--- src/gbt_pkg.sv ---
// shared types, constants and operation codes of the tiled glyph blitter
package gbt_pkg;

  // font memory size must be a power of two so that addresses wrap by masking
  localparam int unsigned FontBytesDef   = 8192;
  localparam int unsigned TilesAcrossDef = 32;
  localparam int unsigned TileRowsDef    = 15;

  localparam int unsigned CfgW = 13;

  localparam logic [1:0] OP_FONT_WR = 2'd0;
  localparam logic [1:0] OP_DRAW    = 2'd1;
  localparam logic [1:0] OP_MEASURE = 2'd2;
  localparam logic [1:0] OP_READ    = 2'd3;

  localparam logic [7:0] SUBST_CHAR = 8'h3F;

  // font header layout
  localparam logic [17:0] HDR_HIGH_OFS  = 18'd4;
  localparam logic [17:0] HDR_TABLE_OFS = 18'd8;
  localparam logic [17:0] GLYPH_OFS     = 18'd2;

  // input item payload, first member is the most significant
  typedef struct packed {
    logic [6:0]  pad;
    logic [13:0] canvas_addr;
    logic [3:0]  color;
    logic [7:0]  pen_y;
    logic [9:0]  pen_x;
    logic [7:0]  char_code;
    logic [7:0]  font_data;
    logic [12:0] font_addr;
  } item_t;

  typedef struct packed {
    logic [7:0] read_data;
    logic [7:0] glyph_width;
  } res_t;

  // canvas access request from the sequencer
  typedef struct packed {
    logic rd;      // read the byte at the request address
    logic rmw;     // merge the colour nibble and write it back next cycle
    logic nib_hi;  // odd x pixel sits in the high nibble
  } canv_ctl_t;

endpackage

--- src/gbt_ctrl.sv ---
// sequencer: header and offset lookup, glyph row walk, pixel requests and result register
module gbt_ctrl #(
  parameter int unsigned FONT_BYTES   = gbt_pkg::FontBytesDef,
  parameter int unsigned TILES_ACROSS = gbt_pkg::TilesAcrossDef,
  parameter int unsigned TILE_ROWS    = gbt_pkg::TileRowsDef,
  localparam int unsigned FaW         = $clog2(FONT_BYTES),
  localparam int unsigned CanvasBytes = TILES_ACROSS * TILE_ROWS * 32,
  localparam int unsigned CaW         = $clog2(CanvasBytes),
  localparam int unsigned CanvasW     = TILES_ACROSS * 8,
  localparam int unsigned CanvasH     = TILE_ROWS * 8,
  localparam int unsigned RowStride   = TILES_ACROSS * 32
) (
  input  logic                    clk_i,
  input  logic                    rst_ni,
  input  logic                    cfg_we_i,
  input  logic [gbt_pkg::CfgW-1:0] cfg_wdata_i,
  input  logic                    in_valid_i,
  output logic                    in_ready_o,
  input  logic [1:0]              in_op_i,
  input  gbt_pkg::item_t          in_item_i,
  output logic                    out_valid_o,
  input  logic                    out_ready_i,
  output gbt_pkg::res_t           out_res_o,
  output logic                    font_we_o,
  output logic [FaW-1:0]          font_waddr_o,
  output logic [7:0]              font_wdata_o,
  output logic [FaW-1:0]          font_raddr_o,
  input  logic [7:0]              font_rdata_i,
  output gbt_pkg::canv_ctl_t      canv_ctl_o,
  output logic [CaW-1:0]          canv_addr_o,
  output logic [3:0]              canv_color_o,
  input  logic [7:0]              canv_rdata_i,
  input  logic                    canv_busy_i
);

  localparam logic [3:0] ST_CLEAR  = 4'd0;
  localparam logic [3:0] ST_IDLE   = 4'd1;
  localparam logic [3:0] ST_HI_LO  = 4'd2;
  localparam logic [3:0] ST_HI_HI  = 4'd3;
  localparam logic [3:0] ST_OFF_LO = 4'd4;
  localparam logic [3:0] ST_OFF_HI = 4'd5;
  localparam logic [3:0] ST_WID    = 4'd6;
  localparam logic [3:0] ST_HGT    = 4'd7;
  localparam logic [3:0] ST_ROWS   = 4'd8;
  localparam logic [3:0] ST_FETCH  = 4'd9;
  localparam logic [3:0] ST_BITS   = 4'd10;
  localparam logic [3:0] ST_PIX    = 4'd11;
  localparam logic [3:0] ST_FIN    = 4'd12;

  logic [3:0]               state_q, state_d;
  logic [gbt_pkg::CfgW-1:0] font_base_q;

  logic [1:0]     op_q;
  logic [7:0]     ch_q;
  logic [9:0]     px_q;
  logic [7:0]     py_q;
  logic [3:0]     color_q;
  logic           rd_ok_q;

  logic [7:0]     lo_q, lo_d;
  logic [FaW-1:0] addr_q, addr_d;
  logic [FaW-1:0] p_q, p_d;
  logic [7:0]     width_q, width_d;
  logic [7:0]     height_q, height_d;
  logic [7:0]     col_q, col_d;
  logic [7:0]     row_q, row_d;
  logic [7:0]     bits_q, bits_d;

  logic           out_valid_q;
  gbt_pkg::res_t  res_q;

  logic           accept;
  logic [15:0]    high16;
  logic [7:0]     chsel;
  logic [17:0]    hi_addr;
  logic [17:0]    tab_addr;
  logic [17:0]    glyph_addr;
  logic [10:0]    pix_x;
  logic [8:0]     pix_y;
  logic           in_canvas;
  logic [19:0]    pix_idx;
  logic [7:0]     col_n;
  logic           can_finish;
  logic           in_rd_ok;

  assign accept     = in_valid_i && in_ready_o;
  assign in_ready_o = (state_q == ST_IDLE) && !canv_busy_i;
  assign can_finish = !out_valid_q || out_ready_i;
  assign in_rd_ok   = 32'(in_item_i.canvas_addr) < CanvasBytes;

  always_comb begin
    high16     = {font_rdata_i, lo_q};
    chsel      = (16'(ch_q) >= high16) ? gbt_pkg::SUBST_CHAR : ch_q;
    hi_addr    = 18'(font_base_q) + gbt_pkg::HDR_HIGH_OFS;
    tab_addr   = 18'(font_base_q) + gbt_pkg::HDR_TABLE_OFS + {9'd0, chsel, 1'b0};
    glyph_addr = 18'(font_base_q) + gbt_pkg::GLYPH_OFS + 18'({font_rdata_i, lo_q});
    pix_x      = 11'(px_q) + 11'(col_q);
    pix_y      = 9'(py_q) + 9'(row_q);
    in_canvas  = (pix_x < 11'(CanvasW)) && (pix_y < 9'(CanvasH));
    pix_idx    = 20'(pix_x[10:3]) * 20'd32 + 20'(pix_y[8:3]) * 20'(RowStride)
               + 20'({pix_y[2:0], 2'b00}) + 20'(pix_x[2:1]);
    col_n      = col_q + 8'd1;
  end

  // font read address per step
  always_comb begin
    case (state_q)
      ST_HI_LO:  font_raddr_o = hi_addr[FaW-1:0];
      ST_HI_HI:  font_raddr_o = hi_addr[FaW-1:0] + FaW'(1);
      ST_OFF_LO: font_raddr_o = tab_addr[FaW-1:0];
      ST_OFF_HI: font_raddr_o = addr_q + FaW'(1);
      ST_WID:    font_raddr_o = glyph_addr[FaW-1:0];
      ST_HGT:    font_raddr_o = addr_q + FaW'(1);
      ST_FETCH:  font_raddr_o = p_q;
      default:   font_raddr_o = addr_q;
    endcase
  end

  always_comb begin
    font_we_o    = accept && (in_op_i == gbt_pkg::OP_FONT_WR);
    font_waddr_o = FaW'(in_item_i.font_addr);
    font_wdata_o = in_item_i.font_data;

    canv_ctl_o   = '0;
    canv_addr_o  = pix_idx[CaW-1:0];
    canv_color_o = color_q;
    if (state_q == ST_PIX) begin
      canv_ctl_o.rd     = bits_q[7] && in_canvas;
      canv_ctl_o.rmw    = 1'b1;
      canv_ctl_o.nib_hi = pix_x[0];
    end else if (accept && (in_op_i == gbt_pkg::OP_READ)) begin
      canv_ctl_o.rd = in_rd_ok;
      canv_addr_o   = CaW'(in_item_i.canvas_addr);
    end
  end

  always_comb begin
    state_d  = state_q;
    lo_d     = lo_q;
    addr_d   = addr_q;
    p_d      = p_q;
    width_d  = width_q;
    height_d = height_q;
    col_d    = col_q;
    row_d    = row_q;
    bits_d   = bits_q;
    case (state_q)
      ST_CLEAR: begin
        if (!canv_busy_i) begin
          state_d = ST_IDLE;
        end
      end
      ST_IDLE: begin
        if (accept) begin
          width_d = 8'd0;
          if ((in_op_i == gbt_pkg::OP_DRAW) || (in_op_i == gbt_pkg::OP_MEASURE)) begin
            state_d = ST_HI_LO;
          end else begin
            state_d = ST_FIN;
          end
        end
      end
      ST_HI_LO:  state_d = ST_HI_HI;
      ST_HI_HI: begin
        lo_d    = font_rdata_i;
        state_d = ST_OFF_LO;
      end
      ST_OFF_LO: begin
        addr_d  = tab_addr[FaW-1:0];
        state_d = ST_OFF_HI;
      end
      ST_OFF_HI: begin
        lo_d    = font_rdata_i;
        state_d = ST_WID;
      end
      ST_WID: begin
        addr_d  = glyph_addr[FaW-1:0];
        state_d = ST_HGT;
      end
      ST_HGT: begin
        width_d = font_rdata_i;
        state_d = (op_q == gbt_pkg::OP_DRAW) ? ST_ROWS : ST_FIN;
      end
      ST_ROWS: begin
        height_d = font_rdata_i;
        p_d      = addr_q + FaW'(2);
        col_d    = 8'd0;
        row_d    = 8'd0;
        state_d  = ((width_q == 8'd0) || (font_rdata_i == 8'd0)) ? ST_FIN : ST_FETCH;
      end
      ST_FETCH: begin
        p_d     = p_q + FaW'(1);
        state_d = ST_BITS;
      end
      ST_BITS: begin
        bits_d  = font_rdata_i;
        state_d = ST_PIX;
      end
      ST_PIX: begin
        bits_d = {bits_q[6:0], 1'b0};
        if (col_n == width_q) begin
          col_d = 8'd0;
          if (row_q + 8'd1 == height_q) begin
            state_d = ST_FIN;
          end else begin
            row_d   = row_q + 8'd1;
            state_d = ST_FETCH;
          end
        end else begin
          col_d = col_n;
          if (col_n[2:0] == 3'd0) begin
            state_d = ST_FETCH;
          end
        end
      end
      ST_FIN: begin
        if (can_finish) begin
          state_d = ST_IDLE;
        end
      end
      default: state_d = ST_IDLE;
    endcase
  end

  always_ff @(posedge clk_i or negedge rst_ni) begin
    if (!rst_ni) begin
      state_q     <= ST_CLEAR;
      font_base_q <= '0;
      out_valid_q <= 1'b0;
    end else begin
      state_q <= state_d;
      if (cfg_we_i) begin
        font_base_q <= cfg_wdata_i;
      end
      if ((state_q == ST_FIN) && can_finish) begin
        out_valid_q <= 1'b1;
      end else if (out_ready_i) begin
        out_valid_q <= 1'b0;
      end
    end
  end

  always_ff @(posedge clk_i) begin
    lo_q     <= lo_d;
    addr_q   <= addr_d;
    p_q      <= p_d;
    width_q  <= width_d;
    height_q <= height_d;
    col_q    <= col_d;
    row_q    <= row_d;
    bits_q   <= bits_d;
    if (accept) begin
      op_q    <= in_op_i;
      ch_q    <= in_item_i.char_code;
      px_q    <= in_item_i.pen_x;
      py_q    <= in_item_i.pen_y;
      color_q <= in_item_i.color;
      rd_ok_q <= in_rd_ok;
    end
    if ((state_q == ST_FIN) && can_finish) begin
      res_q.glyph_width <= width_q;
      res_q.read_data   <= ((op_q == gbt_pkg::OP_READ) && rd_ok_q) ? canv_rdata_i : 8'd0;
    end
  end

  assign out_valid_o = out_valid_q;
  assign out_res_o   = res_q;

  a_no_accept_in_clear : assert property (@(posedge clk_i) disable iff (!rst_ni)
    canv_busy_i |-> !in_ready_o) else $error("item accepted during canvas clear");

  a_accept_leaves_idle : assert property (@(posedge clk_i) disable iff (!rst_ni)
    accept |=> (state_q != ST_IDLE)) else $error("sequencer stayed idle after accept");

  a_rmw_only_in_pixel : assert property (@(posedge clk_i) disable iff (!rst_ni)
    (canv_ctl_o.rd && canv_ctl_o.rmw) |-> (state_q == ST_PIX))
    else $error("canvas write-back outside pixel walk");

  a_result_from_fin : assert property (@(posedge clk_i) disable iff (!rst_ni)
    $rose(out_valid_q) |-> $past(state_q == ST_FIN))
    else $error("result loaded outside finish step");

endmodule

--- config.mk ---
export PLATFORM = sky130hd
export DESIGN_NAME = gbt_ctrl
export DESIGN_NICKNAME = d
export VERILOG_FILES = /design/src/gbt_pkg.sv /design/src/gbt_ctrl.sv
export SDC_FILE = /design/constraint.sdc
export NUM_CORES = 1
export LEC_CHECK = 0
export ABC_AREA = 1
export BUFFER_PORTS_ARGS = -buffer_cell sky130_fd_sc_hd__buf_4
export CORE_ASPECT_RATIO = 0.7
export CORE_MARGIN = 8
export CORE_UTILIZATION = 38
export DETAILED_ROUTE_END_ITERATION = 8
export GPL_ROUTABILITY_DRIVEN = 0
export HOLD_SLACK_MARGIN = 0.03
export PLACE_DENSITY = 0.59
export SETUP_SLACK_MARGIN = 0.4
export SYNTH_ARGS = -nofsm -noshare
export SYNTH_HDL_FRONTEND = slang
export SYNTH_SLANG_ARGS = --single-unit
--- constraint.sdc ---
create_clock -name clk_i -period 5.19 [get_ports clk_i]
set_input_delay 0.2595 -clock clk_i [delete_from_list [all_inputs] [get_ports clk_i]]
set_output_delay 0.2595 -clock clk_i [all_outputs]
set_load 0.005 [all_outputs]
---- Word level (Yosys, flattened, before mapping) ----
Cells that the tools add are included.
word-level totals
  output and inout bits ................... 74
  flip-flop bits (word level) ............. 141
  memory bits (read-only) ................. 0
  latch bits .............................. 0
  memories ................................ 0
  memory bits (writable) .................. 0
  logic and storage cells ................. 122
  input bits .............................. 109
operators by class
  shifts and indexed selects .............. 0
  div/mod/pow operators ................... 0
  magnitude comparators ................... 4
  equal/unequal tests ..................... 25
  multipliers ............................. 0
  reductions and logical operators ........ 29
  mux-type cells .......................... 29
  add/subtract/negate cells ............... 16
  bitwise operators ....................... 0
operators with widths
  kind                                                             number
  13-bit case mux with 6 select lines                              1
  8-bit case mux with 2 select lines                               4
  13-bit case mux with 2 select lines                              2
  4-bit case mux with 13 select lines                              1
  8-bit two-way mux                                                5
  13-bit by 1-bit adder with 13-bit output, second input constant  3
  14-bit two-way mux                                               2
  13-bit by 2-bit adder with 13-bit output, second input constant  2
  4-bit two-way mux                                                6
  4-bit == test, second input constant                             5
  8-bit by 1-bit adder with 8-bit output, second input constant    2
  4-bit by 3-bit == test with 1-bit output, second input constant  4
  8-bit == test                                                    2
  8-bit by 16-bit greater-or-equal comparator with 1-bit output    1
  8-bit zero test                                                  2
  13-bit by 14-bit adder with 14-bit output                        1
  14-bit by 2-bit adder with 14-bit output                         1
  14-bit by 5-bit adder with 14-bit output                         1
  14-bit < comparator, second input constant                       1
  13-bit adder                                                     1
  13-bit by 3-bit adder with 13-bit output, second input constant  1
  13-bit by 4-bit adder with 13-bit output, second input constant  1
  13-bit by 9-bit adder with 13-bit output                         1
  2-bit nonzero test                                               6
  24 further kinds                                                 47

---- Depth between registers and ports, before layout ----
Gate-level depths: netlist of run 1.
  word-level depth ........................ 6
  mapped depth ............................ 24
  gate-level depth less buffers ........... 24

---- Least setup slack after synthesis of run 1 ----
Ideal clock, no wire load.
  path type ............................... reg2out
  start point ............................. reg ch_q[1]
  end point ............................... out font_raddr_o[12]
  arrival ................................. 3.242 ns
  required time ........................... 4.931 ns
  setup slack ............................. 1.689 ns
  path buffers ............................ 0
  cell stages (with the launch flop) ...... 23
  path through ............................ edfxtp_1 -> ha_1 -> a21oi_1 -> o21ai_0 -> a21oi_1 -> a21boi_1 -> or2_2 -> ha_1 -> ha_1 -> inv_1 -> fa_1 -> nand3b_1 -> nand2_1 -> nand3_1 -> nand2_1 -> nand2_1 -> xor2_1 -> nand2_1 -> nand2_1 -> nor2_1 -> nand3_1 -> nand2_1 -> inv_1
between the ends
  longest elaborated chain between the ends .. 4
ends and longest elaborated chain
  element                                                        line             RTL
  start: declaration                                             gbt_ctrl.sv:54   logic [7:0] ch_q;
  start signal: assignment                                       gbt_ctrl.sv:254  ch_q <= in_item_i.char_code;
  8-bit by 16-bit greater-or-equal comparator with 1-bit output  gbt_ctrl.sv:93   chsel = (16'(ch_q) >= high16) ? gbt_pkg::SUBST_CHAR : ch_q;
  8-bit two-way mux (*)                                          gbt_ctrl.sv:93
  13-bit by 9-bit adder with 13-bit output (*)                   gbt_ctrl.sv:95   tab_addr = 18'(font_base_q) + gbt_pkg::HDR_TABLE_OFS + {9'd0, chsel, 1'b0};
  13-bit case mux with 6 select lines (*)                        gbt_ctrl.sv:107  case (state_q)
  end: declaration                                               gbt_ctrl.sv:27   output logic [FaW-1:0] font_raddr_o,
Every way passes the cells marked *; elsewhere a longest branch is shown, timed or not.

---- Worst setup path in the final report of run 1 ----
  start point ............................. reg lo_q[1]
  end point ............................... out font_raddr_o[12]
between the ends
  longest elaborated chain between the ends .. 4
  elaborated cells between the ends (all ways) .. 5
  classes of those cells .................. add/sub: 2; order compare: 1; mux: 2
ends and longest elaborated chain
  element                                                        line             RTL
  start: declaration                                             gbt_ctrl.sv:60   logic [7:0] lo_q, lo_d;
  start signal: assignment                                       gbt_ctrl.sv:244  lo_q <= lo_d;
  8-bit by 16-bit greater-or-equal comparator with 1-bit output  gbt_ctrl.sv:93
  8-bit two-way mux                                              gbt_ctrl.sv:93
  13-bit by 9-bit adder with 13-bit output                       gbt_ctrl.sv:95
  13-bit case mux with 6 select lines (*)                        gbt_ctrl.sv:107
Marks and branches as above.

==> results of run 1 <==
registers in the layout (all words and copies together) (netlist names), 10 cells and up:
| register | flops |
|---|---|
| addr_q | 13 |
| font_base_q | 13 |
| out_res_o | 16 |
| p_q | 13 |
| px_q | 10 |
kinds of logic after synthesis:
family,count (synthesis),synth area share [%]
AND/OR/NAND/NOR,553,24.1
XOR/XNOR,49,4.39
AO/OA/AOI/OAI,182,10.1
multiplexers,1,0.112
flip-flops,141,41.0
adder cells (fa/ha/maj),84,10.8
buffers and inverters,225,9.47
cell type report:
| cell class | instances | area [um2] |
|---|---|---|
| Fill cell | 2631 | 14000 |
| Sequential cell | 141 | 4140 |
| Clock inverter | 15 | 219 |
| Clock buffer | 17 | 425 |
| Inverter | 181 | 682 |
| Tap cell | 364 | 455 |
| Multi-Input combinational cell | 869 | 5000 |
| Timing Repair Buffer | 181 | 1460 |
metal layers:
metal,up-vias,routed length [um]
li1,4414,-
met1,3962,15100
met2,254,10700
met3,17,1630
met4,0,312
met5,-,0
final timing paths:
path                       cells after the start          endpoint      startpoint  slack [ns]
hold reg to reg                                2         bits_q[2]       bits_q[1]        0.53
hold / removal                                 3    font_base_q[6]  cfg_wdata_i[6]        0.05
setup reg to reg                              19        addr_q[12]         lo_q[1]        1.44
setup / recovery                              24  font_raddr_o[12]         lo_q[1]        0.61
max in group asynchronous                      2    font_base_q[1]          rst_ni        4.66
min in group asynchronous                      2       out_valid_o          rst_ni        0.27
through the flow:
stage / cell area, um2 / cells
floorplan: 10100 / 1235
global placement: 11300 / 1694
detailed placement: 11300 / 1694
CTS: 12400 / 1768
global route: 12400 / 1768
finish: 12400 / 1768
where the power goes:
group	internal (mW)	leakage [nW]	switching [mW]	total, mW
Clock	0.853	0.311	0.506	1.36
Combinational	0.764	3.99	1.18	1.94
Sequential	1.43	1.35	0.128	1.56
cells in the mapped netlist, drive strengths merged:
library cell and n:
o31ai 1, ha 79, nor4 6, xor2 32
fa 5, or2 13, o21ai 93, o211ai 4
nand3b 5, xnor3 1, inv 180, o22ai 3
and3 1, a31o 1, clkinv 1, o21bai 6
nor3 8, xnor2 16, nor3b 2, a211oi 1
buf 29, dfrtp 18, mux2 1, o211a 1
a21oi 53, clkbuf 15, a22oi 1, a21boi 1
nand4 22, nand2 267, nand3 95, and2 1
a31oi 6, nor4b 1, a22o 1, edfxtp 123
a221oi 1, o221ai 4, nor2 132, a21o 2
o2111ai 1, o311ai 2
critical path: cells and delay by family, from the launching register on:
kind	cells	cell delay [ns]
AND/OR/NAND/NOR	11	1.32
buffers and inverters	4	0.35
adder cells (fa/ha/maj)	4	1.14
flip-flops	1	0.36
XOR/XNOR	1	0.17
AO/OA/AOI/OAI	4	0.56
layout by cell type, fill, tap and decap left out, types with 3 or more instances in the layout:
cell type	netlist	layout
or2_2	13	13
dfrtp_1	18	18
nor2_1	127	126
o21ai_2	5	5
ha_1	79	79
o211ai_1	4	4
inv_1	175	175
xor2_1	32	32
o22ai_1	3	3
clkbuf_16	0	17
nand4_1	22	22
edfxtp_1	123	123
buf_4	23	139
fa_1	5	5
o21ai_0	87	87
nor4_1	6	6
nand2_1	261	261
a21oi_1	53	53
nor3_1	8	8
o21bai_1	6	6
clkinv_2	0	3
inv_2	4	4
xnor2_1	16	16
dlygate4sd3_1	0	42
bufinv_16	0	5
nand2_2	4	4
nand3_1	92	92
nor2_4	4	4
o221ai_1	4	4
a31oi_1	6	6
nand3b_1	5	5
repair_timing:
action,4_1_cts,5_1_grt
endpoints found under the hold margin,60,0
gates resized for setup,0,2
setup endpoints to repair,0,6
hold buffers,42,0
==> metrics.cfg, run 1 <==
[outcome]
status=complete, no violations

[grt]
grt_pass1_wl_mm=44.1
grt_use_total_pct=17.2
met3_usage_pct=3.41
met2_usage_pct=23.3
grt_use_met1_pct=26.9
gr-total-overflow=0
busiest_layer=met1
grt_max_degree=35
grt_pass1_vias=8308
grt_antenna_before_repair=0

[routing]
drt-initial-drc-count=652
routedWlPerCell_um=15.7
num_vias=8647
finalWirelength_mm=27.7
antenna_left=0
vias_per_cell=4.89
drc_errors=0
drtPass1Iterations=7

[die]
fp.dieArea_um2=32100
dieWidth_um=211
ios=183
die_h_um=152
core_um2=26400
fp-row-count=50
start_util_pct=38.2

[cells_and_area]
num_antenna_cells=0
drive_above_1_share_pct=15.0
layout.nets=1584
utilization_pct=46.9
area_delta_synth_final_pct=22.7

[logic_synthesis]
synth_area_leaders=edfxtp_1 (37%), ha_1 (9.8%), nand2_1 (9.7%)
netlist_instances=1235
netlist_area_um2=10100
synth_fp_nets=1428
yosys_warnings=0
ys_ff_latch=141
seq_area_frac_synth_pct=41.0
synth_top_area_share_pct=36.6
avgSynthCellArea_um2=8.18
ys_types=54
yosysTopAreaCell=edfxtp_1

[critical_path]
path_class=reg -> out
cp_data_required_time_ns=4.93
slowest_stage=fa_1
crit_chain=inv_1 > ha_1 > a21oi_1 > o21ai_0 > a21oi_1 > a21boi_2 > or2_2 > ha_1 > ha_1 > inv_1 > fa_1 > nand3b_1 > nand2_1 > nand3_1 > nand2_1 > nand2_1 > xor2_1 > nand2_1 > nand2_1 > nor2_2 > nand3_1 > nand2_1 > inv_1 > buf_4
path_max_fanout=8
cp-end-kind=primary output
critPathMostFrequentCell=nand2_1
cp.arrival_ns=4.32
start_kind=flip-flop
slowest_delay_ns=0.40

[timing]
period_share_pct=88.3
maxSlewViolCount=0
finalSetupTns_ns=0
finalSetupViolCount=0
worst_slew_pin_slew_ns=1.08
slew_headroom_pct=28.0
finalClockSkew_ns=0.0101
rsz0062_at_grt=yes
holdWs_ns=0.0538
hold_violations=0
clock.fmax_ghz=0.218
fin_crit_ns=4.58
setup_ws_ns=0.606

[power_and_ir_drop]
ir_drop_uv=251
leakage_nw=5.65
p_per_area_nw_per_um2=392
total_power_mw=4.86

[clocking]
cts_tree=built
clkTransAtPathRegs_ns=0.06
insertion_delay_ns=0.43
ctsHtreeMaxLevel=4
clockBufferDepth=2
cts_inserted_buffers=17
cts_sinks=141
root_buffer=clkbuf_16
cts_setup_buffers=0

[placed_design]
pre_cts_ws_ns=1.08
numPortBuffers=133
hpwlAfterDp_mm=21.8

[worst_hold_path]
hold_class=in -> reg

[run]
cap_viol_max_count=0

No activity file was read; power rests on OpenSTA's default activity.
==> run 2: changes to the inputs <==
==> constraint.sdc (replaced) <==
create_clock -name clk_i -period 4.3 [get_ports clk_i]
set_input_delay 0.215 -clock clk_i [delete_from_list [all_inputs] [get_ports clk_i]]
set_output_delay 0.215 -clock clk_i [all_outputs]
set_load 0.02 [all_outputs]
==> metrics.cfg, run 2 (same netlist as run 1, synthesis figures left out) <==
[outcome]
status=complete, no violations

[clocking]
cts_inserted_buffers=17
insertion_delay_ns=0.43
cts_sinks=141
root_buffer=clkbuf_16
clockBufferDepth=2
clkTransAtPathRegs_ns=0.06
ctsHtreeMaxLevel=4
cts_tree=built

[routing]
drc_errors=0
routedWlPerCell_um=16.5
finalWirelength_mm=29.8
drt-initial-drc-count=944
drtPass1Iterations=6
antenna_left=0
num_vias=9004
vias_per_cell=5.00

[timing]
worst_slew_pin_slew_ns=1.14
maxSlewViolCount=0
slew_headroom_pct=24.0
fin_crit_ns=4.23
period_share_pct=98.4
rsz0062_at_grt=yes
hold_violations=0
finalSetupViolCount=0
finalSetupTns_ns=0
finalClockSkew_ns=0.00833
clock.fmax_ghz=0.236

[placed_design]
hpwlAfterDp_mm=22.0
dp.cells=1698
numPortBuffers=133
placed_area_um2=11400

[critical_path]
path_class=reg -> out
cp.arrival_ns=4.02
cp-end-kind=primary output
start_kind=flip-flop
path_max_fanout=5
cp_data_required_time_ns=4.09

[power_and_ir_drop]
power.switching_mw=2.51
p_per_area_nw_per_um2=482
ir_drop_uv=335
sequentialPowerShare_pct=30.1
p_int_mw=3.75
total_power_mw=6.27
leakage_nw=5.81
p_clk_share_pct=24.6
p_sw_share_pct=40.1
power_frac_comb_pct=45.2

[cells_and_area]
layout_commonest_cell=nand2_1
fill_cells=2555
design_area_um2=13000
multi_input_area_um2=5370
utilization_pct=49.2
drive_above_1_share_pct=19.9
layout.nets=1617
final_cell_mix=nand2_1 (254), inv_1 (170), buf_4 (158)
area_delta_synth_final_pct=28.8
num_antenna_cells=0
finalNonFillerCells=1801
largest_reg_flops=16
ff_latch_area_um2=4140

[die]
fp.dieArea_um2=32100
start_util_pct=38.2
ios=183
fp-row-count=50
dieWidth_um=211
die_h_um=152
core_um2=26400

[grt]
grt_antenna_before_repair=0
grt_pass1_wl_mm=46.4
grt_pass1_vias=8527
grt_max_degree=34
grt_use_total_pct=18.2
gr-total-overflow=0

[worst_hold_path]
hold_class=in -> reg

[run]
cap_viol_max_count=0

-- run 2: timing repair --
item / 4_1_cts / 5_1_grt
setup buffers: 8 / 10
endpoints found under the setup margin: 13 / 13
hold buffers: 53 / 0
gates resized for setup: 39 / 36
endpoints found under the hold margin: 78 / 0
pin swaps: 24 / 32
-- run 2: metal layers --
metal	routed length, um	part of all wire, %	vias to the layer above	track usage (%)
met5	0	0	-	0
li1	-	-	4488	-
met2	12100	41	315	25.2
met3	1980	6.6	40	3.62
met4	541	1.8	0	5.59
met1	15200	51	4161	27.8
-- run 2: cell type report --
cell class,count,share of cell area [%]
Clock buffer,21,3.54
Clock inverter,11,1.09
Inverter,181,5.24
Multi-Input combinational cell,869,41.3
Sequential cell,141,31.9
Tap cell,364,3.50
Timing Repair Buffer,214,13.5
-- run 2: path summary, 6_finish.rpt --
path                        startpoint              end  slack (ns)  cells after the start
setup / recovery               ch_q[3]  font_raddr_o[5]        0.07                     17
hold / removal             out_ready_i      out_valid_o        0.06                      4
setup reg to reg               ch_q[2]       addr_q[12]        0.86                     18
hold reg to reg              bits_q[3]        bits_q[4]        0.53                      2
max in group asynchronous       rst_ni   font_base_q[1]        3.83                      2
min in group asynchronous       rst_ni   font_base_q[0]        0.22                      2
-- run 2: power groups by stage --
| stage | Sequential (mW) | Combinational, mW | Clock, mW |
|---|---|---|---|
| CTS | 1.88 | 2.73 | 1.58 |
| detailed placement | 1.91 | 2.57 | 0 |
| global route | 1.91 | 3.11 | 1.62 |
| finish | 1.89 | 2.83 | 1.54 |
| floorplan | 1.85 | 1.74 | 0 |
| global placement | 1.90 | 2.54 | 0 |
-- run 2: worst max-delay path, stage by stage (launching register included) --
cell and delay, ns:
edfxtp_1 0.46, ha_4 0.31, nand2_1 0.07, o21ai_2 0.17, a21oi_2 0.08, a21boi_2 0.24, buf_4 0.17, nor2_1 0.04
ha_1 0.33, inv_1 0.06, ha_1 0.29, nand2_1 0.11, o21ai_1 0.10, xnor2_1 0.38, nor2_1 0.10, nor4_2 0.33
a22oi_1 0.15, buf_4 0.19
-- run 2: metrics by stage --
stage / hold WS [ns] / setup slack, ns
floorplan: -0.0806 / 0.770
global placement: 0.138 / 0.287
detailed placement: 0.142 / 0.176
CTS: 0.0344 / 0.0846
global route: 0.0646 / -0.101
finish: 0.0589 / 0.0678
